===== config.mk =====
export PLATFORM = sky130hd
export DESIGN_NAME = image_receive_session_crc32_top
export DESIGN_NICKNAME = d
export VERILOG_FILES = /design/src/hdl/irsc_pkg.sv /design/src/hdl/irsc_core.sv /design/src/hdl/irsc_skid.sv /design/src/hdl/image_receive_session_crc32_top.sv
export SDC_FILE = /design/constraint.sdc
export NUM_CORES = 1
export LEC_CHECK = 0
export BUFFER_PORTS_ARGS = -buffer_cell sky130_fd_sc_hd__clkbuf_2
export CAP_MARGIN = 40
export CORE_ASPECT_RATIO = 0.9
export CORE_MARGIN = 8
export CORE_UTILIZATION = 55
export DETAILED_ROUTE_END_ITERATION = 12
export GPL_TIMING_DRIVEN = 0
export HOLD_SLACK_MARGIN = 0.05
export PLACE_DENSITY = 0.75
export RECOVER_POWER = 25
export REMOVE_ABC_BUFFERS = 1
export SLEW_MARGIN = 20
export SYNTH_ARGS = -nofsm -noshare
export SYNTH_HDL_FRONTEND = slang
export SYNTH_SLANG_ARGS = --single-unit

===== constraint.sdc =====
create_clock -name clk -period 6.43 [get_ports clk]
set_input_delay 0.643 -clock clk [delete_from_list [all_inputs] [get_ports clk]]
set_output_delay 0.643 -clock clk [all_outputs]
set_load 0.01 [all_outputs]

===== src/hdl/irsc_pkg.sv =====
package irsc_pkg;

  localparam int unsigned CFG_INDEX_W = 8;
  localparam int unsigned OUT_TDATA_W = 72;

  localparam logic [31:0] CRC_POLY = 32'hEDB88320;
  localparam logic [31:0] ALL_ONES = 32'hFFFFFFFF;

  localparam logic [CFG_INDEX_W-1:0] REG_IMAGE_SIZE   = 8'd0;
  localparam logic [CFG_INDEX_W-1:0] REG_EXPECTED_CRC = 8'd1;

  typedef enum logic [2:0] {
    OP_PREPARE = 3'd0,
    OP_BEGIN   = 3'd1,
    OP_DATA    = 3'd2,
    OP_FINISH  = 3'd3,
    OP_ABORT   = 3'd4
  } op_t;

  typedef enum logic [4:0] {
    SES_IDLE      = 5'b00001,
    SES_READY     = 5'b00010,
    SES_RECEIVING = 5'b00100,
    SES_DONE      = 5'b01000,
    SES_ERROR     = 5'b10000
  } session_t;

  localparam logic [2:0] CODE_IDLE      = 3'd0;
  localparam logic [2:0] CODE_READY     = 3'd1;
  localparam logic [2:0] CODE_RECEIVING = 3'd2;
  localparam logic [2:0] CODE_DONE      = 3'd3;
  localparam logic [2:0] CODE_ERROR     = 3'd4;

  typedef struct packed {
    logic [31:0] image_crc;
    logic [31:0] received_count;
    logic [2:0]  session_state;
    logic        status;
  } result_t;

  function automatic logic [2:0] session_code(input session_t s);
    logic [2:0] code;
    case (s)
      SES_IDLE:      code = CODE_IDLE;
      SES_READY:     code = CODE_READY;
      SES_RECEIVING: code = CODE_RECEIVING;
      SES_DONE:      code = CODE_DONE;
      SES_ERROR:     code = CODE_ERROR;
      default:       code = CODE_IDLE;
    endcase
    return code;
  endfunction

  // reflected CRC-32, one byte, LSB first
  function automatic logic [31:0] crc_byte(input logic [31:0] crc, input logic [7:0] b);
    logic [31:0] c;
    c = crc ^ {24'd0, b};
    for (int i = 0; i < 8; i++) begin
      if (c[0]) begin
        c = (c >> 1) ^ CRC_POLY;
      end else begin
        c = c >> 1;
      end
    end
    return c;
  endfunction

endpackage


===== src/hdl/irsc_core.sv =====
module irsc_core (
  input  logic                              clk,
  input  logic                              rst_n,
  input  logic                              cfg_we,
  input  logic [irsc_pkg::CFG_INDEX_W-1:0]  cfg_index,
  input  logic [31:0]                       cfg_data,
  input  logic                              item_accept,
  input  logic [2:0]                        op,
  input  logic [7:0]                        data_byte,
  output irsc_pkg::result_t                 result
);

  irsc_pkg::session_t session_r, session_nxt;
  logic [31:0] count_r, count_nxt;
  logic [31:0] crc_r, crc_nxt;
  logic [31:0] latched_size_r, latched_size_nxt;
  logic [31:0] image_size_r;
  logic [31:0] expected_crc_r;  // held for software, no read path
  logic        fail;

  always_ff @(posedge clk) begin
    if (!rst_n) begin
      image_size_r   <= '0;
      expected_crc_r <= '0;
    end else if (cfg_we) begin
      if (cfg_index == irsc_pkg::REG_IMAGE_SIZE) begin
        image_size_r <= cfg_data;
      end else if (cfg_index == irsc_pkg::REG_EXPECTED_CRC) begin
        expected_crc_r <= cfg_data;
      end
    end
  end

  always_comb begin
    session_nxt      = session_r;
    count_nxt        = count_r;
    crc_nxt          = crc_r;
    latched_size_nxt = latched_size_r;
    fail             = 1'b0;
    case (irsc_pkg::op_t'(op))
      irsc_pkg::OP_PREPARE: begin
        if (image_size_r == '0) begin
          session_nxt = irsc_pkg::SES_ERROR;
          fail        = 1'b1;
        end else begin
          crc_nxt          = irsc_pkg::ALL_ONES;
          latched_size_nxt = image_size_r;
          count_nxt        = '0;
          session_nxt      = irsc_pkg::SES_READY;
        end
      end
      irsc_pkg::OP_BEGIN: begin
        if (session_r != irsc_pkg::SES_READY) begin
          session_nxt = irsc_pkg::SES_ERROR;
          fail        = 1'b1;
        end else begin
          session_nxt = irsc_pkg::SES_RECEIVING;
        end
      end
      irsc_pkg::OP_DATA: begin
        crc_nxt = irsc_pkg::crc_byte(crc_r, data_byte);
        if (count_r != irsc_pkg::ALL_ONES) begin
          count_nxt = count_r + 32'd1;
        end
        if (count_nxt > latched_size_r) begin
          session_nxt = irsc_pkg::SES_ERROR;
          fail        = 1'b1;
        end
      end
      irsc_pkg::OP_FINISH: begin
        if (session_r != irsc_pkg::SES_RECEIVING && session_r != irsc_pkg::SES_READY) begin
          session_nxt = irsc_pkg::SES_ERROR;
          fail        = 1'b1;
        end else begin
          session_nxt = irsc_pkg::SES_DONE;
        end
      end
      irsc_pkg::OP_ABORT: begin
        session_nxt      = irsc_pkg::SES_IDLE;
        count_nxt        = '0;
        crc_nxt          = '0;
        latched_size_nxt = '0;
      end
      default: begin
        fail = 1'b1;
      end
    endcase
  end

  always_ff @(posedge clk) begin
    if (!rst_n) begin
      session_r      <= irsc_pkg::SES_IDLE;
      count_r        <= '0;
      crc_r          <= '0;
      latched_size_r <= '0;
    end else if (item_accept) begin
      session_r      <= session_nxt;
      count_r        <= count_nxt;
      crc_r          <= crc_nxt;
      latched_size_r <= latched_size_nxt;
    end
  end

  assign result.status         = fail;
  assign result.session_state  = irsc_pkg::session_code(session_nxt);
  assign result.received_count = count_nxt;
  assign result.image_crc      = crc_nxt ^ irsc_pkg::ALL_ONES;

endmodule


===== src/hdl/irsc_skid.sv =====
module irsc_skid (
  input  logic              clk,
  input  logic              rst_n,
  input  logic              wr_valid,
  output logic              wr_ready,
  input  irsc_pkg::result_t wr_data,
  output logic              rd_valid,
  input  logic              rd_ready,
  output irsc_pkg::result_t rd_data
);

  logic              out_valid_r;
  irsc_pkg::result_t out_data_r;
  logic              skid_valid_r;
  irsc_pkg::result_t skid_data_r;
  logic              wr_fire;
  logic              rd_fire;

  assign wr_ready = !skid_valid_r;
  assign wr_fire  = wr_valid && wr_ready;
  assign rd_fire  = out_valid_r && rd_ready;

  always_ff @(posedge clk) begin
    if (!rst_n) begin
      out_valid_r  <= 1'b0;
      skid_valid_r <= 1'b0;
    end else begin
      if (skid_valid_r) begin
        if (rd_fire) begin
          out_valid_r  <= 1'b1;
          skid_valid_r <= 1'b0;
        end
      end else if (wr_fire) begin
        if (out_valid_r && !rd_ready) begin
          skid_valid_r <= 1'b1;
        end else begin
          out_valid_r <= 1'b1;
        end
      end else if (rd_fire) begin
        out_valid_r <= 1'b0;
      end
    end
  end

  always_ff @(posedge clk) begin
    if (skid_valid_r) begin
      if (rd_fire) begin
        out_data_r <= skid_data_r;
      end
    end else if (wr_fire) begin
      if (out_valid_r && !rd_ready) begin
        skid_data_r <= wr_data;
      end else begin
        out_data_r <= wr_data;
      end
    end
  end

  assign rd_valid = out_valid_r;
  assign rd_data  = out_data_r;

endmodule


===== src/hdl/image_receive_session_crc32_top.sv =====
// Channel  | Direction | Payload
// in_      | slave     | tuser[2:0] op, tdata[7:0] data_byte
// out_     | master    | tdata: status, session_state, received_count, image_crc
// cfg_     | write     | index 0 image size, 1 expected_crc; data 32 bits
//
// One item per cycle while in_tready is high; each result is formed by the
// single pass through the 8-bit CRC update and count compare, then registered.
// rst_n is synchronous, active low; cfg_ready is always high.
// A two-entry output buffer holds results while out_tready is low; in_tready
// drops only when both entries are full.
module image_receive_session_crc32_top (
  input  logic                              clk,
  input  logic                              rst_n,
  input  logic                              in_tvalid,
  output logic                              in_tready,
  input  logic [7:0]                        in_tdata,   // [7:0] data_byte
  input  logic [2:0]                        in_tuser,   // [2:0] op
  output logic                              out_tvalid,
  input  logic                              out_tready,
  // [0] status, [3:1] session_state, [35:4] received_count, [67:36] image_crc
  output logic [irsc_pkg::OUT_TDATA_W-1:0]  out_tdata,
  input  logic                              cfg_valid,
  output logic                              cfg_ready,
  input  logic [irsc_pkg::CFG_INDEX_W-1:0]  cfg_index,
  input  logic [31:0]                       cfg_data
);

  irsc_pkg::result_t core_result;
  irsc_pkg::result_t buf_result;
  logic              buf_ready;

  assign cfg_ready = 1'b1;
  assign in_tready = buf_ready;

  irsc_core u_core (
    .clk         (clk),
    .rst_n       (rst_n),
    .cfg_we      (cfg_valid && cfg_ready),
    .cfg_index   (cfg_index),
    .cfg_data    (cfg_data),
    .item_accept (in_tvalid && buf_ready),
    .op          (in_tuser),
    .data_byte   (in_tdata),
    .result      (core_result)
  );

  irsc_skid u_skid (
    .clk      (clk),
    .rst_n    (rst_n),
    .wr_valid (in_tvalid),
    .wr_ready (buf_ready),
    .wr_data  (core_result),
    .rd_valid (out_tvalid),
    .rd_ready (out_tready),
    .rd_data  (buf_result)
  );

  assign out_tdata = {{(irsc_pkg::OUT_TDATA_W - $bits(irsc_pkg::result_t)){1'b0}}, buf_result};

endmodule


# [After elaboration in Yosys (flattened, before gate mapping)]
# Index checks and enable logic that the tools add are counted.
[op_classes] n_addsub=1 n_mux=47 n_eq_ne=15 magnitude_cmp=1 bitwise=11 n_reduce_logical=17
[ops] operator="32-bit two-way mux" n=20
[ops] operator="68-bit two-way mux" n=4
[ops] operator="32-bit one-hot mux with 3 select lines" n=2
[ops] operator="13-bit inverter with 14-bit output" n=8
[ops] operator="32-bit one-hot mux with 2 select lines" n=1
[ops] operator="32-bit by 1-bit adder with 32-bit output, second input constant" n=1
[ops] operator="32-bit > comparator" n=1
[ops] operator="32-bit zero test" n=1
[ops] operator="32-bit != test, second input constant" n=1
[ops] operator="32-bit inverter" n=1
[ops] operator="32-bit by 8-bit XOR with 32-bit output" n=1
[ops] operator="5-bit one-hot mux with 5 select lines" n=1
[ops] operator="5-bit two-way mux" n=4
[ops] operator="1-bit two-way mux" n=13
[ops] operator="3-bit one-hot mux with 4 select lines" n=1
[ops] operator="3-bit AND reduction" n=4
[ops] operator="8-bit zero test" n=1
[ops] operator="3-bit by 2-bit == test with 1-bit output, second input constant" n=2
[ops] operator="2-bit nonzero test" n=3
[ops] operator="5-bit by 2-bit == test with 1-bit output, second input constant" n=1
[ops] operator="5-bit by 3-bit == test with 1-bit output, second input constant" n=1
[ops] operator="5-bit by 4-bit == test with 1-bit output, second input constant" n=1
[ops] operator="5-bit == test, second input constant" n=1
[ops] operator="5-bit by 2-bit != test with 1-bit output, second input constant" n=1
[ops] operator="12 further kinds" n=17
[totals] reg_bits=271 elab_cells=107 output_inout_bits=75 inputBits=56

# [Logic depth before layout (Yosys ltp)]
# Gate-level depths: netlist of run 1.
[logic_depth] word_depth=29 depth_mapped=19 mapped_depth_nobuf=16

# [Modules after synthesis]
# Synthesis of run 1 repeated with hierarchy kept, for this count alone.
[unflattened] hier_cells=1421 hier_area_um2=14164.8
[by_module_without_submodules] module="irsc_core" instances=1 seq_area_each_um2=2662.6 area_per_inst_um2=9043.7 cells_per_inst=1187
[by_module_without_submodules] module="irsc_skid" instances=1 seq_area_each_um2=4124.0 area_per_inst_um2=5069.9 cells_per_inst=226
[by_module_without_submodules] module="image_receive_session_crc32_top" instances=1 seq_area_each_um2=0.0 area_per_inst_um2=51.3 cells_per_inst=8

# [Least setup slack after synthesis of run 1]
# No wires, ideal clock.
[synth_timing] path_type="input -> register" startpoint="input in_tvalid" endpoint="register u_skid.out_data_r (netlist bit u_skid.rd_data[0]) (enable)" stages=5 path_slack_ps=1240 n_path_buf=2 required_time_ps=5913 setup_time_ps=517 t_arrival_ps=4674 cell_sequence="nor2b_1 -> clkbuf_1 -> clkbuf_1 -> a21oi_1 -> a21oi_1"
[synth_between] elab_chain_len=3
[synth_lines] element="start, declared" line="image_receive_session_crc32_top.sv:14" text="input logic in_tvalid,"
[synth_lines] element="1-bit logical AND" line="irsc_skid.sv:20" text="assign wr_fire = wr_valid && wr_ready;"
[synth_lines] element="2-bit nonzero test (no source line)"
[synth_lines] element="3-bit AND reduction (no source line)"
[synth_lines] element="end signal, assigned" line="irsc_skid.sv:48" text="out_data_r <= skid_data_r;"
[synth_lines] element="end signal, assigned" line="irsc_skid.sv:54" text="out_data_r <= wr_data;"
[synth_lines] element="end, declared" line="irsc_skid.sv:13" text="irsc_pkg::result_t out_data_r;"
# No other way between the ends.
# A chain may end at the register's enable or synchronous reset.

# [Worst setup path in the final report of run 1]
[layout_timing] startpoint="register u_core.count_r[25]" endpoint="register u_skid.out_data_r (netlist bit u_skid.rd_data[1]), data pin"
[layout_between] elab_chain_len=11 elab_cells_between_ends=15 classes_between="add/sub (1); order compare (1); eq/ne (5); mux (8)"
[layout_lines] element="start, declared" line="irsc_core.sv:14" text="logic [31:0] count_r, count_nxt;"
[layout_lines] element="start signal, assigned" line="irsc_core.sv:98" text="count_r <= count_nxt;"
[layout_lines] element="32-bit by 1-bit adder with 32-bit output or 32-bit != test (tied branches)" line="irsc_core.sv:63, irsc_core.sv:62"
[layout_lines] element="32-bit two-way mux *" line="irsc_core.sv:62" text="if (count_r != irsc_pkg::ALL_ONES) begin"
[layout_lines] element="32-bit two-way mux *" line="irsc_core.sv:40" text="case (irsc_pkg::op_t'(op))"
[layout_lines] element="32-bit > comparator *" line="irsc_core.sv:65" text="if (count_nxt > latched_size_r) begin"
[layout_lines] element="5-bit two-way mux *" line="irsc_core.sv:65"
[layout_lines] element="5-bit one-hot mux with 5 select lines *" line="irsc_core.sv:40"
[layout_lines] element="5-bit == test, or another cell as far along" line="irsc_pkg.sv:43" text="case (s)"
[layout_lines] element="3-bit one-hot mux with 4 select lines *" line="irsc_pkg.sv:43"
[layout_lines] element="68-bit two-way mux *" line="irsc_skid.sv:51" text="if (out_valid_r && !rd_ready) begin"
[layout_lines] element="68-bit two-way mux *" line="irsc_skid.sv:50" text="end else if (wr_fire) begin"
[layout_lines] element="68-bit two-way mux *" line="irsc_skid.sv:46" text="if (skid_valid_r) begin"
# Mark *: on every way between the ends. The rest lies on a longest branch, timed or not. The select of a mux whose other input is x is not followed.

==> results by group, run 1 <==
Run status
  • Status: finished, final reports clean

Pwr
  • Seq pwr share: 47.1%
  • Cell Pwr Density: 254 nW/µm²
  • Net Sw Frac: 24.0%
  • Peak supply drop: 190 µV
  • Switching Power: 0.976 mW
  • Combinational share of power: 11.9%
  • Clock Power Share: 41.0%
  • Static Leak: 5.71 nW
  • Int Pwr: 3.08 mW
  • Final Power: 4.06 mW

Critical path
  • Critical Path Sink Type: register
  • Worst path bufs/invs: 2
  • Arr. time, crit path: 5780 ps
  • Worst path cell trace: nand3_1 -> or3_4 -> nor4_2 -> buf_2 -> nor2_2 -> and3_1 -> xnor2_2 -> inv_1 -> ha_1 -> nand4_1 -> nor4_1 -> nand3b_1 -> a211oi_1 -> a21oi_1 -> xnor2_1 -> o31ai_1
  • CP max-delay cell: a211oi_1
  • Worst-path maximum fanout: 10
  • Crit Path Category: reg -> reg
  • Crit path max-delay family: simple AND/OR/NAND/NOR gates
  • Slowest stage delay, CP: 730 ps
  • Critical Path Start: u_core.count_r[25]
  • CP startpoint kind: register
  • Worst endpoint required time: 6750 ps
  • FF-to-FF Start: u_core.count_r[25]

Global routing
  • Largest net degree at the start of global routing: 142
  • First-pass GRT wire length: 52600 µm
  • Global route overflow: 0
  • Initial antenna violation count: 0
  • Vias in the first global route: 10.2k
  • Tot GR Track Use: 20.3%

Yosys
  • Distinct cell type count after synthesis: 75
  • Sequential share of the synthesized area: 48.1%
  • Main synth FF type: edfxtp_1
  • YS warnings: 0
  • Commonest cells post-synth: 274 x nand2_1, 136 x edfxtp_1, 135 x dfxtp_1, 120 x o21ai_0, 90 x clkbuf_1
  • Synth area leader: edfxtp_1
  • Area fraction of the dominant cell type after synthesis: 29.0%
  • Gate count after technology mapping: 1480
  • Synth Register Bits: 271
  • Synth async-reset ratio: 0%
  • Top-count cell post-synth: nand2_1
  • Area of the mapped netlist: 14100 µm²
  • Synth Area per Inst: 9.53 µm²
  • Area contributors post-synth: edfxtp_1 29%, dfxtp_1 19%, nand2_1 7.3%
  • Post-synth EDFFs: 136

Timing
  • Clk_skew: 19.7 ps
  • Period utilisation layout: 85.1%
  • Slew HR: 6.05%
  • Final hold vios: 0
  • Worst slew pin tran: 1410 ps
  • Pins Over Slew Limit: 0
  • Final setup viols: 0
  • RSZ-0062 raised after global routing: no
  • Final setup TNS: 0 ps
  • Final Critical Period: 5470 ps
  • Max Clk Rate: 0.183 GHz

Final layout
  • Antenna Cells: 0
  • Area of the multi-input gates: 6760 µm²
  • Layout cell share with drive strength beyond 1: 14.1%
  • FF+latch area: 6790 µm²
  • Area Overhead vs Synth: 13.4%
  • # fillers: 2127
  • Final instance count without filler cells: 1912
  • Final Net Count: 1637

Place
  • # port buffers: 125
  • Final Wtd Congestion: 0.873
  • Placed Cells: 1859
  • Post-DP HPWL: 21900 µm

CTS
  • Clock transition at the registers of the reported paths: 60 ps
  • Post_cts resized: 0
  • Skew-Pair Late Insertion Delay: 540 ps
  • Hold_buf cts: 0
  • # Post-CTS Setup Buffers: 0
  • Max clock buf depth: 3
  • H-tree depth: 1
  • Clk root buf: clkbuf_16
  • CTS tree: done
  • Clock sink count: 271
  • CTS Buf Count: 28

Min path
  • Hold WC Path Type: in -> reg
  • Hold Path Origin: cfg_data[6]

Drt
  • DR DRC count: 0
  • DR iter-0 viols: 998
  • Via count: 10.7k
  • Total wire length: 32100 µm
  • First-pass DRT Iterations: 5
  • WL per Instance: 16.8 µm
  • Vias per inst: 5.61
  • Post-DRT Antenna Nets: 0

Floorplan
  • # IOs: 131
  • Die W: 185 µm
  • Row Count: 55
  • Die height: 168 µm
  • Core ar.: 25200 µm²
  • Initial Util: 56.0%
  • Die Area: 31000 µm²

Run
  • Max-cap violations: 0
final cells by class:
type,instances,area share [%]
Inverter,42,0.993
Multi-Input combinational cell,1059,42.3
Sequential cell,271,42.4
Tap cell,342,2.68
Timing Repair Buffer,146,5.67
Clock buffer,41,5.13
Clock inverter,11,0.829
power by group through the flow:
stage | Clock, mW | Sequential (mW) | Combinational [mW]
global route | 1.77 | 1.92 | 0.529
finish | 1.67 | 1.91 | 0.482
CTS | 1.70 | 1.91 | 0.490
floorplan | 0 | 1.97 | 0.289
global placement | 0 | 1.95 | 0.453
detailed placement | 0 | 1.95 | 0.487
cells in the final DEF, fill, tap and decap left out, types with 8 or more instances in the layout:
cell,netlist,final
nand2_1,274,271
nor2b_1,10,10
a21boi_0,69,69
clkbuf_2,2,55
o21ai_1,11,11
mux2_2,64,64
clkbuf_16,0,29
clkbuf_1,90,77
nor2_1,47,46
mux2i_1,9,9
o31ai_1,22,22
nor4_1,13,13
dfxtp_1,135,135
xnor2_1,65,65
nor3_1,15,15
and2_1,45,45
and3_1,10,10
nand4_1,15,15
a21oi_1,47,47
edfxtp_1,136,136
buf_16,0,8
o21ai_0,120,119
ha_1,33,33
inv_1,42,41
xor2_1,30,30
nand3_1,56,56
metrics by stage:
step / cell area, µm² / util [%] / hold slack (ps) / worst slack, ps
after global routing: 16000 / 63.5 / 333 / 604
after global placement: 14700 / 58.4 / 455 / -1200
final: 16000 / 63.5 / 337 / 961
after detailed placement: 15200 / 60.2 / 460 / 1020
after floorplan: 13700 / - / 441 / 1210
after CTS: 16100 / 63.9 / 321 / 978
flip-flops by register name, indices dropped and copies added (netlist names):
name	cells
u_skid.rd_data	68
u_skid.skid_data_r	68
u_core.count_r	32
u_core.crc_r	32
u_core.image_size_r	32
u_core.latched_size_r	32
u_core.session_r	5
u_skid.rd_valid	1
u_skid.skid_valid_r	1
cells by family (layout without fill, tap and decap cells):
logic type | Yosys count | in the layout | synth area share (%)
buffers and inverters | 153 | 240 | 4.34
adders and majority gates | 33 | 33 | 2.93
DFF | 271 | 271 | 48.1
other | 2 | 5 | 0.0532
AOI/OAI and AO/OA | 318 | 318 | 14.2
muxes | 74 | 74 | 5.83
xor gates and xnor gates | 102 | 102 | 6.75
and+or+nand+nor | 527 | 527 | 17.8
metal layers:
metal	share of wire, %	routed length, µm	up-vias	GRT usage (%)
met4	1.7	550	0	4.38
li1	-	-	5303	-
met3	6.5	2070	36	3.25
met1	49	15700	5031	30.1
met5	0	0	-	0
met2	43	13700	356	30.7
final timing paths:
path | end | cells after the start | slack, ps
hold / removal | u_core.image_size_r[6] | 3 | 340
setup reg to reg | u_skid.rd_data[1] | 16 | 960
hold reg to reg | u_core.latched_size_r[19] | 2 | 460
setup / recovery | u_skid.rd_data[1] | 16 | 960
worst min-delay path, cell delays in order:
cell and delay (ps):
clkbuf_2 80, nand2_1 40, a21boi_0 60
(Power assumes the default switching activity.)
==> run 2, diff against run 1 <==
--- a/config.mk
+++ b/config.mk
@@ -5,11 +5,13 @@
 export SDC_FILE = /design/constraint.sdc
 export NUM_CORES = 1
 export LEC_CHECK = 0
+export ABC_CLOCK_PERIOD_IN_PS = 5300
 export BUFFER_PORTS_ARGS = -buffer_cell sky130_fd_sc_hd__clkbuf_2
 export CAP_MARGIN = 40
 export CORE_ASPECT_RATIO = 0.9
 export CORE_MARGIN = 8
 export CORE_UTILIZATION = 55
+export CTS_BUF_LIST = sky130_fd_sc_hd__clkbuf_8
 export DETAILED_ROUTE_END_ITERATION = 12
 export GPL_TIMING_DRIVEN = 0
 export HOLD_SLACK_MARGIN = 0.05
==> constraint.sdc (replaced) <==
create_clock -name clk -period 5.3 [get_ports clk]
set_input_delay 0.53 -clock clk [delete_from_list [all_inputs] [get_ports clk]]
set_output_delay 0.53 -clock clk [all_outputs]
set_load 0.01 [all_outputs]
==> run 2 against run 1 <==
  * Cell count up 1.8%
  * Utilization decreased by 0.16 points
  * Die area unchanged
  * Largest power group unchanged
==> results by group, run 2 (synthesis results as in run 1) <==
CTS
  • Clk root buf: clkbuf_8 (was clkbuf_16)
  • Clock transition at the registers of the reported paths: 60 ps (about the same)
  • H-tree depth: 2 (was 1)
  • Skew-Pair Late Insertion Delay: 570 ps (was 540 ps)
  • Clock sink count: 271 (unchanged)
  • CTS tree: done (unchanged)
  • # Post-CTS Setup Buffers: 0 (unchanged)
  • CTS Buf Count: 46 (was 28)
  • Max clock buf depth: 3 (unchanged)

Timing
  • Max Clk Rate: 0.200 GHz (was 0.183 GHz)
  • Clk_skew: 25.1 ps (was 19.7 ps)
  • RSZ-0062 raised after global routing: no (unchanged)
  • Slew HR: 18.1% (was 6.05%)
  • Final hold vios: 0 (unchanged)
  • Final setup TNS: 0 ps (unchanged)
  • Worst slew pin tran: 1230 ps (was 1410 ps)
  • Final setup viols: 0 (unchanged)
  • Final Critical Period: 5010 ps (was 5470 ps)
  • Pins Over Slew Limit: 0 (unchanged)
  • Final worst setup slack: 294 ps (was 961 ps)
  • Period utilisation layout: 94.5% (was 85.1%)

Floorplan
  • # IOs: 131 (unchanged)
  • Die W: 185 µm (unchanged)
  • Initial Util: 56.0% (unchanged)
  • Die Area: 31000 µm² (unchanged)
  • Die height: 168 µm (unchanged)
  • Row Count: 55 (unchanged)
  • Core ar.: 25200 µm² (unchanged)

Global routing
  • Initial antenna violation count: 0 (unchanged)
  • First-pass GRT wire length: 53000 µm (was 52600 µm)
  • Largest net degree at the start of global routing: 142 (unchanged)
  • Vias in the first global route: 10.4k (was 10.2k)
  • Global route overflow: 0 (unchanged)
  • Tot GR Track Use: 20.5% (was 20.3%)

Drt
  • Post-DRT Antenna Nets: 0 (unchanged)
  • Total wire length: 32300 µm (was 32100 µm)
  • DR DRC count: 0 (unchanged)
  • WL per Instance: 16.6 µm (was 16.8 µm)
  • First-pass DRT Iterations: 6 (was 5)
  • Vias per inst: 5.57 (was 5.61)
  • Via count: 10.8k (was 10.7k)
  • DR iter-0 viols: 944 (was 998)

Final layout
  • Most common cell after layout, fill and taps aside: nand2_1 (unchanged)
  • Area Overhead vs Synth: 13.1% (was 13.4%)
  • Most frequent cells in the layout: 271 x nand2_1, 136 x edfxtp_1, 135 x dfxtp_1 (unchanged)
  • Final instance count without filler cells: 1946 (was 1912)
  • Layout cell share with drive strength beyond 1: 15.1% (was 14.1%)
  • Final Net Count: 1655 (was 1637)
  • Antenna Cells: 0 (unchanged)

Critical path
  • Crit Path Category: reg -> reg (unchanged)
  • Worst endpoint required time: 5630 ps (was 6750 ps)
  • Worst-path maximum fanout: 10 (unchanged)
  • CP startpoint kind: register (unchanged)
  • Critical Path Sink Type: register (unchanged)
  • Arr. time, crit path: 5340 ps (was 5780 ps)

Run
  • Max-cap violations: 0 (unchanged)

Place
  • Final Wtd Congestion: 0.873 (unchanged)
  • Post-DP HPWL: 21900 µm (unchanged)
  • Placed Cells: 1859 (unchanged)
  • DP Worst Slack: -112 ps (was 1020 ps)
  • # port buffers: 125 (unchanged)

Min path
  • Hold WC Path Type: in -> reg (unchanged)

Pwr
  • Static Leak: 5.78 nW (was 5.71 nW)
  • Peak supply drop: 165 µV (was 190 µV)
  • Final Power: 4.65 mW (was 4.06 mW)
  • Cell Pwr Density: 291 nW/µm² (was 254 nW/µm²)

Run status
  • Status: finished, final reports clean (unchanged)
[run 2: per-layer routing]
metal,wire length (µm),part of all wire [%],global-route usage [%],vias to the layer above
li1,-,-,-,5366
met1,15500,48,30.2,5018
met2,13800,43,30.5,398
met3,2400,7.4,3.79,49
met4,546,1.7,5.70,0
met5,0,0,0,-
[run 2: report_power, final]
| group | leakage (nW) | switching, mW | internal [mW] | total [mW] |
|---|---|---|---|---|
| logic | 2.93 | 0.349 | 0.241 | 0.590 |
| clock network | 0.523 | 0.837 | 0.902 | 1.74 |
| registers | 2.32 | 0.0355 | 2.28 | 2.32 |
| total | 5.78 | 1.22 | 3.43 | 4.65 |
[run 2: path summary, 6_finish.rpt]
kind,from,to,slack (ps),cells past startpoint
worst min register to register,u_core.latched_size_r[2],u_core.latched_size_r[2],460,2
worst max register to register,u_core.count_r[12],u_skid.rd_data[1],290,15
worst max-delay path,u_core.count_r[12],u_skid.rd_data[1],290,15
worst min-delay path,cfg_data[22],u_core.image_size_r[22],210,3
[run 2: area by class of cell]
type,count,area [µm²]
Clock inverter,34,151
Tap cell,342,428
Sequential cell,271,6790
Fill cell,2152,9230
Clock buffer,52,716
Inverter,42,159
Timing Repair Buffer,146,907
Multi-Input combinational cell,1059,6810
[run 2: worst max-delay path: stages (launching register included)]
cell and delay (ps):
dfxtp_1 510, and3_1 380, nand4_2 260, or4_4 580, nor2_4 220, nand2_1 150, xnor2_1 210, ha_1 350
nand4_1 160, nor4_1 440, o41ai_1 170, a31oi_2 320, a211oi_4 110, a21oi_1 410, xnor2_1 150, o31ai_1 330
[run 2: timing repair]
action | CTS | global route
endpoints found under the setup margin | 2 | 5
hold buffers | 0 | 0
pin swaps | 0 | 0
gates resized for setup | 1 | 4
[run 2: metrics by stage]
step	hold slack (ps)	util (%)	area [µm²]
final	211	63.3	16000
after global routing	192	63.3	16000
after CTS	177	63.6	16000
after detailed placement	460	60.2	15200
after global placement	455	58.4	14700
after floorplan	441	-	13700
